**src/eod_pkg.sv**
```systemverilog
`timescale 1ns / 1ps
`default_nettype none

package eod_pkg;

    // history ring
    localparam int HISTORY_DEPTH = 64;
    localparam int HIST_AW       = $clog2(HISTORY_DEPTH);

    // window limits and field widths
    localparam int MAX_WINDOW_LENGTH = 4096;
    localparam int SAMPLE_W   = 16;
    localparam int MAG_W      = 17;
    localparam int LEN_W      = 13;
    localparam int THR_W      = 16;
    localparam int SUM_W      = 28;
    localparam int HSUM_W     = 22;
    localparam int AVG_W      = 16;
    localparam int IDX_W      = 16;
    localparam int OUT_DATA_W = IDX_W + 2 * AVG_W;

    // divider: quotient never needs more than AVG_W bits
    localparam int DIV_STEPS  = AVG_W;
    localparam int STEP_CNT_W = $clog2(DIV_STEPS);

    // apb
    localparam int APB_AW = 3;
    localparam int APB_DW = 32;

    typedef enum logic [0:0] {
        REG_WINDOW_LENGTH = 1'b0,
        REG_THRESHOLD     = 1'b1
    } eod_reg_idx_t;

    typedef enum logic [2:0] {
        ST_ACCUM = 3'b001,
        ST_DIV   = 3'b010,
        ST_EMIT  = 3'b100
    } eod_state_t;

    // controller to datapath
    typedef struct packed {
        logic take;      // accept the sample on the input
        logic div_step;  // one restoring division step
        logic commit;    // load output word, update ring
    } eod_cmd_t;

    // datapath to controller
    typedef struct packed {
        logic closing;   // the sample on the input closes its window
        logic out_free;  // output register can take a word this cycle
    } eod_sts_t;

endpackage

`default_nettype wire

```
**src/eod_ram.sv**
```systemverilog
`timescale 1ns / 1ps
`default_nettype none

module eod_ram #(
    parameter int WIDTH = 16,
    parameter int DEPTH = 64
) (
    input  wire logic                     clk,
    input  wire logic                     we,
    input  wire logic [$clog2(DEPTH)-1:0] waddr,
    input  wire logic [WIDTH-1:0]         wdata,
    input  wire logic [$clog2(DEPTH)-1:0] raddr,
    output logic      [WIDTH-1:0]         rdata
);

    logic [WIDTH-1:0] mem [DEPTH];

    always_ff @(posedge clk)
    begin
        if (we)
        begin
            mem[waddr] <= wdata;
        end
        rdata <= mem[raddr];
    end

endmodule

`default_nettype wire

```
**src/eod_ctrl.sv**
```systemverilog
`timescale 1ns / 1ps
`default_nettype none

module eod_ctrl (
    input  wire logic            clk,
    input  wire logic            rst_n,
    input  wire logic            s_tvalid,
    output logic                 s_tready,
    input  wire eod_pkg::eod_sts_t sts,
    output eod_pkg::eod_cmd_t    cmd
);

    import eod_pkg::*;

    localparam logic [STEP_CNT_W-1:0] STEP_LAST = STEP_CNT_W'(DIV_STEPS - 1);

    eod_state_t              state_reg, state_next;
    logic [STEP_CNT_W-1:0]   step_cnt_reg, step_cnt_next;

    always_comb
    begin
        state_next    = state_reg;
        step_cnt_next = step_cnt_reg;
        cmd           = '0;
        s_tready      = 1'b0;
        unique case (state_reg)
            ST_ACCUM:
            begin
                s_tready = 1'b1;
                if (s_tvalid)
                begin
                    cmd.take = 1'b1;
                    if (sts.closing)
                    begin
                        state_next    = ST_DIV;
                        step_cnt_next = '0;
                    end
                end
            end
            ST_DIV:
            begin
                cmd.div_step  = 1'b1;
                step_cnt_next = step_cnt_reg + 1'b1;
                if (step_cnt_reg == STEP_LAST)
                begin
                    state_next = ST_EMIT;
                end
            end
            ST_EMIT:
            begin
                if (sts.out_free)
                begin
                    cmd.commit = 1'b1;
                    state_next = ST_ACCUM;
                end
            end
            default:
            begin
                state_next = ST_ACCUM;
            end
        endcase
    end

    always_ff @(posedge clk or negedge rst_n)
    begin
        if (!rst_n)
        begin
            state_reg    <= ST_ACCUM;
            step_cnt_reg <= '0;
        end
        else
        begin
            state_reg    <= state_next;
            step_cnt_reg <= step_cnt_next;
        end
    end

    a_commit_needs_room: assert property (@(posedge clk) disable iff (!rst_n)
        cmd.commit |-> sts.out_free)
        else $error("commit while output register is occupied");

    a_close_starts_div: assert property (@(posedge clk) disable iff (!rst_n)
        (cmd.take && sts.closing) |=> (state_reg == ST_DIV && step_cnt_reg == '0))
        else $error("closing sample did not start the divider");

    a_div_ends_in_emit: assert property (@(posedge clk) disable iff (!rst_n)
        (state_reg == ST_DIV && step_cnt_reg == STEP_LAST) |=> state_reg == ST_EMIT)
        else $error("divider ran past its step count");

    a_commit_reopens: assert property (@(posedge clk) disable iff (!rst_n)
        cmd.commit |=> s_tready)
        else $error("input not reopened after commit");

endmodule

`default_nettype wire

```
**src/eod_datapath.sv**
```systemverilog
`timescale 1ns / 1ps
`default_nettype none

module eod_datapath (
    input  wire logic                              clk,
    input  wire logic                              rst_n,
    input  wire eod_pkg::eod_cmd_t                 cmd,
    output eod_pkg::eod_sts_t                      sts,
    input  wire logic signed [eod_pkg::SAMPLE_W-1:0] sample,
    input  wire logic                              last_of_block,
    input  wire logic [eod_pkg::LEN_W-1:0]         window_length,
    input  wire logic [eod_pkg::THR_W-1:0]         threshold,
    output logic                                   m_tvalid,
    input  wire logic                              m_tready,
    output logic [eod_pkg::OUT_DATA_W-1:0]         m_tdata,
    output logic [0:0]                             m_tuser
);

    import eod_pkg::*;

    localparam logic [LEN_W-1:0] MAX_LEN = LEN_W'(MAX_WINDOW_LENGTH);

    // window accumulation
    logic [SUM_W-1:0]  win_sum_reg, win_sum_next;
    logic [LEN_W-1:0]  win_cnt_reg, win_cnt_next;
    logic              last_reg, last_next;

    // divider
    logic [LEN_W-1:0]  dvs_reg, dvs_next;
    logic [LEN_W-1:0]  rem_reg, rem_next;
    logic [AVG_W-1:0]  quo_reg, quo_next;

    // history
    logic [HSUM_W-1:0]        hist_sum_reg, hist_sum_next;
    logic [HIST_AW-1:0]       pos_reg, pos_next;
    logic [HISTORY_DEPTH-1:0] valid_reg, valid_next;
    logic [IDX_W-1:0]         win_ctr_reg, win_ctr_next;

    // output register
    logic              out_valid_reg, out_valid_next;
    logic [IDX_W-1:0]  out_idx_reg, out_idx_next;
    logic [AVG_W-1:0]  out_avg_reg, out_avg_next;
    logic [AVG_W-1:0]  out_hist_reg, out_hist_next;
    logic              out_flag_reg, out_flag_next;

    logic signed [MAG_W-1:0] sample_x;
    logic [MAG_W-1:0]        mag;
    logic [LEN_W-1:0]        eff_len;
    logic [SUM_W-1:0]        sum_acc;
    logic [LEN_W-1:0]        cnt_acc;
    logic [LEN_W:0]          trial;
    logic [LEN_W:0]          trial_diff;
    logic [AVG_W-1:0]        ring_rdata;
    logic [AVG_W-1:0]        ring_old;
    logic [AVG_W-1:0]        hist_avg;
    logic signed [AVG_W+1:0] excess;

    assign sample_x = MAG_W'(sample);
    assign mag      = sample[SAMPLE_W-1] ? MAG_W'(-sample_x) : MAG_W'(sample_x);

    always_comb
    begin
        priority if (window_length == '0)
        begin
            eff_len = LEN_W'(1);
        end
        else if (window_length > MAX_LEN)
        begin
            eff_len = MAX_LEN;
        end
        else
        begin
            eff_len = window_length;
        end
    end

    assign sum_acc     = win_sum_reg + SUM_W'(mag);
    assign cnt_acc     = win_cnt_reg + 1'b1;
    assign sts.closing = last_of_block || (cnt_acc >= eff_len);
    assign sts.out_free = !out_valid_reg || m_tready;

    // restoring division step; the top bits of the sum start below the divisor
    assign trial      = {rem_reg, quo_reg[AVG_W-1]};
    assign trial_diff = trial - (LEN_W + 1)'(dvs_reg);

    assign ring_old = valid_reg[pos_reg] ? ring_rdata : '0;
    assign hist_avg = AVG_W'(hist_sum_reg >> HIST_AW);
    assign excess   = $signed({2'b00, quo_reg}) - $signed({2'b00, hist_avg});

    always_comb
    begin
        win_sum_next   = win_sum_reg;
        win_cnt_next   = win_cnt_reg;
        last_next      = last_reg;
        dvs_next       = dvs_reg;
        rem_next       = rem_reg;
        quo_next       = quo_reg;
        hist_sum_next  = hist_sum_reg;
        pos_next       = pos_reg;
        valid_next     = valid_reg;
        win_ctr_next   = win_ctr_reg;
        out_valid_next = out_valid_reg && !m_tready;
        out_idx_next   = out_idx_reg;
        out_avg_next   = out_avg_reg;
        out_hist_next  = out_hist_reg;
        out_flag_next  = out_flag_reg;

        if (cmd.take)
        begin
            if (sts.closing)
            begin
                win_sum_next = '0;
                win_cnt_next = '0;
                last_next    = last_of_block;
                dvs_next     = cnt_acc;
                rem_next     = LEN_W'(sum_acc[SUM_W-1:AVG_W]);
                quo_next     = sum_acc[AVG_W-1:0];
            end
            else
            begin
                win_sum_next = sum_acc;
                win_cnt_next = cnt_acc;
            end
        end

        if (cmd.div_step)
        begin
            if (!trial_diff[LEN_W] && (trial >= (LEN_W + 1)'(dvs_reg)))
            begin
                rem_next = trial_diff[LEN_W-1:0];
                quo_next = {quo_reg[AVG_W-2:0], 1'b1};
            end
            else
            begin
                rem_next = trial[LEN_W-1:0];
                quo_next = {quo_reg[AVG_W-2:0], 1'b0};
            end
        end

        if (cmd.commit)
        begin
            out_valid_next = 1'b1;
            out_idx_next   = win_ctr_reg;
            out_avg_next   = quo_reg;
            out_hist_next  = hist_avg;
            out_flag_next  = excess >= $signed({2'b00, threshold});
            if (last_reg)
            begin
                hist_sum_next = '0;
                pos_next      = '0;
                valid_next    = '0;
                win_ctr_next  = '0;
            end
            else
            begin
                hist_sum_next      = hist_sum_reg - HSUM_W'(ring_old) + HSUM_W'(quo_reg);
                pos_next           = pos_reg + 1'b1;
                valid_next[pos_reg] = 1'b1;
                win_ctr_next       = win_ctr_reg + 1'b1;
            end
        end
    end

    always_ff @(posedge clk or negedge rst_n)
    begin
        if (!rst_n)
        begin
            win_sum_reg   <= '0;
            win_cnt_reg   <= '0;
            last_reg      <= 1'b0;
            hist_sum_reg  <= '0;
            pos_reg       <= '0;
            valid_reg     <= '0;
            win_ctr_reg   <= '0;
            out_valid_reg <= 1'b0;
        end
        else
        begin
            win_sum_reg   <= win_sum_next;
            win_cnt_reg   <= win_cnt_next;
            last_reg      <= last_next;
            hist_sum_reg  <= hist_sum_next;
            pos_reg       <= pos_next;
            valid_reg     <= valid_next;
            win_ctr_reg   <= win_ctr_next;
            out_valid_reg <= out_valid_next;
        end
    end

    always_ff @(posedge clk)
    begin
        dvs_reg      <= dvs_next;
        rem_reg      <= rem_next;
        quo_reg      <= quo_next;
        out_idx_reg  <= out_idx_next;
        out_avg_reg  <= out_avg_next;
        out_hist_reg <= out_hist_next;
        out_flag_reg <= out_flag_next;
    end

    eod_ram #(
        .WIDTH (AVG_W),
        .DEPTH (HISTORY_DEPTH)
    ) u_ring (
        .clk   (clk),
        .we    (cmd.commit && !last_reg),
        .waddr (pos_reg),
        .wdata (quo_reg),
        .raddr (pos_reg),
        .rdata (ring_rdata)
    );

    assign m_tvalid = out_valid_reg;
    assign m_tdata  = {out_hist_reg, out_avg_reg, out_idx_reg};
    assign m_tuser  = out_flag_reg;

endmodule

`default_nettype wire

```
**src/energy_onset_detector_top.sv**
```systemverilog
`timescale 1ns / 1ps
`default_nettype none

// energy onset detector: takes signed q1.15 samples on the s_ stream and sums
// their magnitudes over windows of window_length samples (0 acts as 1, values
// above 4096 act as 4096); s_tlast closes a partial window and, once that
// window is reported, clears the history ring, its sum and the window index.
// each closed window yields one word on the m_ stream: its index, its average
// magnitude, the mean of the 64 previous averages (empty slots count as zero)
// and, in m_tuser, whether the average exceeds that mean by threshold or more.
// samples that do not close a window are taken one per cycle; a closing
// sample holds the input closed for its accept, for the bit-per-cycle
// restoring divider that forms the window average, and for one commit that
// also waits for the output register to drain. the history ring sits in a
// 64-entry ram with per-entry valid flops, so reset and end of block need no
// clearing pass. registers: window_length at 0x0, threshold at 0x4, to be
// written by the user only while the block is idle; the block does not enforce it

module energy_onset_detector_top (
    input  wire logic                             clk,
    input  wire logic                             rst_n,
    // input stream
    input  wire logic                             s_tvalid,
    output logic                                  s_tready,
    input  wire logic [eod_pkg::SAMPLE_W-1:0]     s_tdata,  // [15:0] sample
    input  wire logic                             s_tlast,  // last_of_block
    // output stream
    output logic                                  m_tvalid,
    input  wire logic                             m_tready,
    output logic [eod_pkg::OUT_DATA_W-1:0]        m_tdata,  // [15:0] window_index,
                                                            // [31:16] window_average,
                                                            // [47:32] history_average
    output logic [0:0]                            m_tuser,  // [0] is_outlier
    // configuration port
    input  wire logic                             psel,
    input  wire logic                             penable,
    input  wire logic                             pwrite,
    input  wire logic [eod_pkg::APB_AW-1:0]       paddr,
    input  wire logic [eod_pkg::APB_DW-1:0]       pwdata,
    output logic [eod_pkg::APB_DW-1:0]            prdata,
    output logic                                  pready
);

    import eod_pkg::*;

    logic [LEN_W-1:0] window_length_reg, window_length_next;
    logic [THR_W-1:0] threshold_reg, threshold_next;
    eod_reg_idx_t     reg_sel;
    logic             cfg_write;
    eod_cmd_t         cmd;
    eod_sts_t         sts;

    // register index is the word address
    assign reg_sel   = eod_reg_idx_t'(paddr[APB_AW-1:2]);
    assign pready    = 1'b1;
    assign cfg_write = psel && penable && pwrite && pready;

    always_comb
    begin
        window_length_next = window_length_reg;
        threshold_next     = threshold_reg;
        if (cfg_write)
        begin
            unique case (reg_sel)
                REG_WINDOW_LENGTH: window_length_next = pwdata[LEN_W-1:0];
                REG_THRESHOLD:     threshold_next     = pwdata[THR_W-1:0];
                default:           window_length_next = window_length_reg;
            endcase
        end
    end

    always_comb
    begin
        unique case (reg_sel)
            REG_WINDOW_LENGTH: prdata = APB_DW'(window_length_reg);
            REG_THRESHOLD:     prdata = APB_DW'(threshold_reg);
            default:           prdata = '0;
        endcase
    end

    // reset values: 1024 samples per window, threshold about 0.1
    always_ff @(posedge clk or negedge rst_n)
    begin
        if (!rst_n)
        begin
            window_length_reg <= LEN_W'(1024);
            threshold_reg     <= THR_W'(3277);
        end
        else
        begin
            window_length_reg <= window_length_next;
            threshold_reg     <= threshold_next;
        end
    end

    // sequencer: accumulate, divide, commit
    eod_ctrl u_ctrl (
        .clk      (clk),
        .rst_n    (rst_n),
        .s_tvalid (s_tvalid),
        .s_tready (s_tready),
        .sts      (sts),
        .cmd      (cmd)
    );

    // window sums, divider, history ring and output register
    eod_datapath u_datapath (
        .clk           (clk),
        .rst_n         (rst_n),
        .cmd           (cmd),
        .sts           (sts),
        .sample        ($signed(s_tdata)),
        .last_of_block (s_tlast),
        .window_length (window_length_reg),
        .threshold     (threshold_reg),
        .m_tvalid      (m_tvalid),
        .m_tready      (m_tready),
        .m_tdata       (m_tdata),
        .m_tuser       (m_tuser)
    );

endmodule

`default_nettype wire

```
**config.mk**
```make
export PLATFORM = sky130hd
export DESIGN_NAME = energy_onset_detector_top
export DESIGN_NICKNAME = d
export VERILOG_FILES = /design/src/eod_pkg.sv /design/src/eod_ram.sv /design/src/eod_ctrl.sv /design/src/eod_datapath.sv /design/src/energy_onset_detector_top.sv
export SDC_FILE = /design/constraint.sdc
export NUM_CORES = 2
export LEC_CHECK = 0
export BUFFER_PORTS_ARGS = -buffer_cell sky130_fd_sc_hd__buf_2
export CAP_MARGIN = 20
export CORE_UTILIZATION = 56
export CTS_BUF_LIST = sky130_fd_sc_hd__clkbuf_8 sky130_fd_sc_hd__clkbuf_16
export CTS_CLUSTER_DIAMETER = 40
export DETAILED_ROUTE_END_ITERATION = 8
export GPL_ROUTABILITY_DRIVEN = 0
export PLACE_DENSITY = 0.74
export SETUP_SLACK_MARGIN = 0.1
export SYNTH_ARGS = -nofsm -noshare
export SYNTH_HDL_FRONTEND = slang
export SYNTH_SLANG_ARGS = --single-unit
export TNS_END_PERCENT = 30
```
**constraint.sdc**
```tcl
create_clock -name clk -period 5.6 [get_ports clk]
set_input_delay 0.84 -clock clk [delete_from_list [all_inputs] [get_ports clk]]
set_output_delay 0.84 -clock clk [all_outputs]
set_load 0.03 [all_outputs]
```
# After elaboration in Yosys (flattened, before gate mapping)
# Memories as Yosys holds them, arrays and structs flattened. A register that Yosys moved wholly into a read port is not among the register bits.
# Index checks and enable logic that the tools add are counted.
[word_totals]
ff_bits = 278
mem_bits_rw = 1024
input_bits = 59
output_inout_bits = 84
wordCells = 108
mem_count = 1
[classes]
addsub = 10
magnitude_cmp = 6
n_eq_ne = 8
n_mux = 40
bitwise_logic = 2
reduce_logical = 22
[memory_table]
columns = ["memory", "depth", "width", "read_ports", "rd_clocked_by_memory_dff", "wr", "line", "text"]
rows = [
  ["u_datapath.u_ring.mem", 64, 16, 1, 1, 1, "eod_ram.sv:16", "logic [WIDTH-1:0] mem [DEPTH];"],
]
[op_table]
columns = ["operator", "n"]
rows = [
  ["$mux 13", 7],
  ["$mux 16", 5],
  ["$mux 64", 1],
  ["$or 64x64->64", 1],
  ["$pmux 32 s2", 1],
  ["$add 28x17->28", 1],
  ["$mux 28", 1],
  ["$add 22x16->22", 1],
  ["$mux 22", 1],
  ["$sub 22x16->22", 1],
  ["$ge 18x17->1", 1],
  ["$mux 17", 1],
  ["$neg 16->17", 1],
  ["$sub 16x16->17", 1],
  ["$add 16x1->16 const B", 1],
  ["$ge 14x13->1", 1],
  ["$sub 14x13->14", 1],
  ["$add 13x1->13 const B", 1],
  ["$ge 13x13->1", 1],
  ["$gt 13x13->1 const B", 1],
  ["$logic_not 13->1", 1],
  ["$mux 1", 12],
  ["$mux 3", 4],
  ["$pmux 3 s3", 1],
  ["other kinds (23)", 40],
]

# Longest topological paths before layout
[depth]
ltp_word = 8
depth_mapped = 21
mapped_depth_nobuf = 19

# Hierarchy
# Synthesis repeated with hierarchy kept, for this count alone.
[hier_totals]
cells_unflattened = 3472
area_unflattened_um2 = 56950.9
[by_module_without_submodules]
columns = ["mod", "n_inst", "cells_per_inst", "area_per_inst_um2", "seq_area_each_um2"]
rows = [
  ["eod_ram", 1, 1829, 40042.2, 31069.8],
  ["eod_datapath", 1, 1509, 14999.4, 6511.2],
  ["energy_onset_detector_top", 1, 99, 1521.5, 735.7],
  ["eod_ctrl", 1, 35, 387.9, 176.4],
]

# Least setup slack after synthesis
# No wires, ideal clock.
[synth_path]
path_kind = "flip-flop to flip-flop"
from = "register u_datapath.pos_reg[1]"
to = "register u_datapath.hist_sum_reg[20]"
setup_ns = 0.095
t_arrival_ns = 4.554
required_time_ns = 5.505
path_slack_ns = 0.951
path_stages_with_launch = 21
path_buffers = 2
period_less_slack_ns = 4.649
cell_sequence = "dfrtp_1 -> buf_2 -> and3b_1 -> buf_2 -> a22o_1 -> a221oi_1 -> a31oi_1 -> nor4_1 -> nand3_1 -> and2_1 -> fa_1 -> inv_1 -> fa_1 -> a211o_1 -> o211ai_1 -> a21oi_1 -> a211oi_2 -> o21ai_0 -> a221oi_1 -> xor2_1 -> o31ai_1"
[synth_via]
elab_chain_cells = 6
[synth_rtl]
columns = ["item", "line", "text"]
rows = [
  ["from (decl)", "eod_datapath.sv:35", "logic [HIST_AW-1:0] pos_reg, pos_next;"],
  ["from (signal assigned)", "eod_datapath.sv:183", "pos_reg <= pos_next;"],
  ["$bmux 1 s6", "eod_datapath.sv:86", "assign ring_old = valid_reg[pos_reg] ? ring_rdata : '0;"],
  ["$mux 1 (implied by the code)", "eod_datapath.sv:86", ""],
  ["$mux 16", "eod_datapath.sv:86", ""],
  ["$sub 22x16->22", "eod_datapath.sv:156", "hist_sum_next = hist_sum_reg - HSUM_W'(ring_old) + HSUM_W'(quo_reg);"],
  ["$add 22x16->22", "eod_datapath.sv:156", ""],
  ["$mux 22", "eod_datapath.sv:147", "if (last_reg)"],
  ["to (signal assigned)", "eod_datapath.sv:182", "hist_sum_reg <= hist_sum_next;"],
  ["to (decl)", "eod_datapath.sv:34", "logic [HSUM_W-1:0] hist_sum_reg, hist_sum_next;"],
]
# No other way between the ends. The select of a mux whose other input is x is not followed.
# A chain may end at the register's enable or synchronous reset.

# Worst setup path after layout
# Same ends and word-level chain as after synthesis.

==> metrics.txt <==
FILL cells=6457; kind of start point of the critical path=register; Yosys Warn Count=0; Post-synth ARST share=0.142; CP arrival=roughly 6000 ps; clock root buffer=clkbuf_16; CTS Buf Count=150; CP required=around 6200 ps; Via-to-Cell Ratio=roughly 6.5; routed len/inst=~28 um; largest cells by area after synthesis=edfxtp_1 63%, dfrtp_1 8.3%, a22oi_1 5.5%, ha_1 2.4%, nor2_1 1.7%; drt total wl=144 mm; later-pin clock latency in the skew report=between 700 and 800 ps; Reg2Reg Depth=20; Initial DRC Count=4634; Max-Cap Viols=0; max reg flops=1024; post-synthesis compound-gate area fraction=0.134; CTS Buffer Depth=3; Setup TNS=0 ps; most common flop cell mapped by yosys=edfxtp_1; Post-Synthesis Cells=between 3000 and 4000; vias in the first global route=about 33000; Hold Path Class=input pin to asynchronous set/reset pin; Seq cells post-synth=approximately 1300; Final period util=0.940; Final Net Count=~4000; Die W=311 um; largest net degree at the start of global routing=about 110; Port Buffers=107; WHS=170 ps; Synth cell types=between 70 and 80; Worst setup EP type=register; Tmin final=roughly 5300 ps; Post-Synth Adder-Cell Area=0.0310; # DRC=0; largest family of logic cells by synthesized area=compound AO/OA/AOI/OAI gates; Tightest Pin Transition=1140 ps; clk slew on worst S/H paths=about 60 ps; hold_buf cts=0; CP Class=register to register; max frequency=0.190 GHz; # setup viols final=0; H-tree depth=4; fraction of layout cells with a size suffix above 1=0.154; synthesized area=about 53000 um2; Initial Util=0.569; simple-gate portion of the synthesized area=0.0599; Post-CTS Setup Bufs=0; final hold violations=0; status=finished, final reports clean; Leak=about 22 nW; Avg Inst Size Synth=approximately 15 um2; top cells by count, synth=1115 x edfxtp_1, 390 x a22oi_1, 245 x nor2_1; clk_skew=~36 ps; initial antenna violation count=1; Post-Synth XOR/XNOR Area=0.0151; post-synth top area cell=edfxtp_1; Slew headroom=0.223; Post-DP HPWL=~85 mm; Clock Sinks=1318; CTS tree=yes; Power Dens Cells=about 410 nW/um2; total track usage=0.296; sequential cell area fraction in the yosys report=0.720; first-pass GRT wire length=around 210 mm; grt ovf=0; CTS-repair resized insts=0; IO Pins=approximately 140; die area=slightly below 100000 um2; vias post-DR=34000; EDFF count, synth=1115; share of the synthesized area in the top cell type=0.626; peak supply drop=approximately 0.00032 V; row count=roughly 110; Max Transition Viols Final=0; RSZ-0062 raised after global routing=true; drt pass-1 iters=6; Core ar.=~94000 um2; peak fanout along the critical path=12; Antenna Nets Post-Route=0; Die H=just over 300 um; post-synthesis mux area share=0.0132; area delta synth->final=14.2%; top-count cell post-synth=edfxtp_1
[metal layers]
metal / vias to the layer above / GRT usage / wire, um
li1: 14700 / - / -
met3: 320 / 0.0647 / 15500
met4: 0 / 0.131 / 5890
met5: - / 0 / 0
met1: 17000 / 0.406 / 55700
met2: 1988 / 0.459 / 66500
[path summary, 6_finish.rpt]
check / slack (ps) / start / end
min in group clk: 310 / s_tlast / u_datapath.last_reg
hold / removal: 170 / rst_n / u_datapath.win_ctr_reg[14]
hold reg to reg: 460 / u_datapath.hist_sum_reg[11] / u_datapath.out_hist_reg[5]
setup / recovery: 340 / u_datapath.pos_reg[1] / u_datapath.hist_sum_reg[20]
setup reg to reg: 340 / u_datapath.pos_reg[1] / u_datapath.hist_sum_reg[20]
max in group asynchronous: 4400 / rst_n / u_datapath.win_sum_reg[10]
[critical path, cell delays in order, from the launching register on]
cell and delay [ps]:
dfrtp_1 470, buf_4 250, nor3b_2 110, buf_4 220
a22o_1 190, a221oi_1 270, a31oi_1 140, a21oi_1 220
nand3_2 220, and2_1 240, fa_1 480, inv_1 80
fa_1 490, a211o_1 320, o211ai_1 140, a21oi_1 220
a211oi_2 270, o21ai_0 200, a221oi_2 300, xor2_1 170
o31ai_1 80
[final cells by class]
cell class	instances	area, um2	area share
repair buffers	267	1810	0.0297
flip-flops and latches	1318	38500	0.630
multi-input cells	1975	13800	0.226
diodes	2	5.00	0.0000820
inverters	131	492	0.00805
clock inverters	115	1020	0.0167
clock buffers	159	3900	0.0639
well taps	1254	1570	0.0257
[layout by cell type, fill, tap and decap left out, types with 16 or more instances in the layout]
cell       synthesis  routed
nor2_1           245     227
inv_6              0      16
inv_1            130     153
mux2i_1           20      20
o31ai_1           18      18
xor2_1            39      39
nand4_1           53      53
clkinv_1           1      16
buf_2             69     106
edfxtp_1        1115    1115
clkinv_2           0      16
clkbuf_16          0     152
dfxtp_1           16      16
nor3_1            46      45
buf_4             17     154
fa_1              19      19
nand3_1           59      58
a22oi_1          390     390
and2_1            26      25
conb_1             2      18
ha_1             102     102
nand2_1          145     145
a21oi_1           92      92
nor2_2             2      17
a21o_1            24      24
xnor2_1           53      53
a221oi_1          81      80
mux2_2            45      45
o21ai_0          112     112
a22o_1            87      87
dfrtp_1          178     177
and3_1            22      21
a31oi_1           86      86
nand2b_1          18      17
[kinds of logic (layout without fill, tap and decap cells)]
group / after synthesis / after routing
AO/OA/AOI/OAI: 999 / 999
XOR/XNOR: 92 / 92
adder cells (fa/ha/maj): 121 / 121
buffers and inverters: 338 / 672
flip-flops: 1318 / 1318
multiplexers: 65 / 65
other: 2 / 20
AND/OR/NAND/NOR: 680 / 680
[where the power goes]
part | internal (mW) | switching (mW) | leakage (nW) | total, mW
registers | 11.6 | 0.252 | 12.6 | 11.8
logic | 1.15 | 2.47 | 6.52 | 3.62
clock network | 5.50 | 4.09 | 2.47 | 9.58
[per-stage QoR]
stage          worst slack, ps  utilization  cell area [um2]  cells  total power, mW
6_report                   338        0.649            61100   5221             25.0
5_1_grt                   84.7        0.649            61100   5219             25.9
4_1_cts                    174        0.649            61000   5217             25.0
3_5_place_dp               254        0.596            56100   4943             15.5
3_3_place_gp               326        0.596            56000   4940             15.4
2_1_floorplan              951            -            53600   3631             14.3
(Power assumes the default switching activity.)
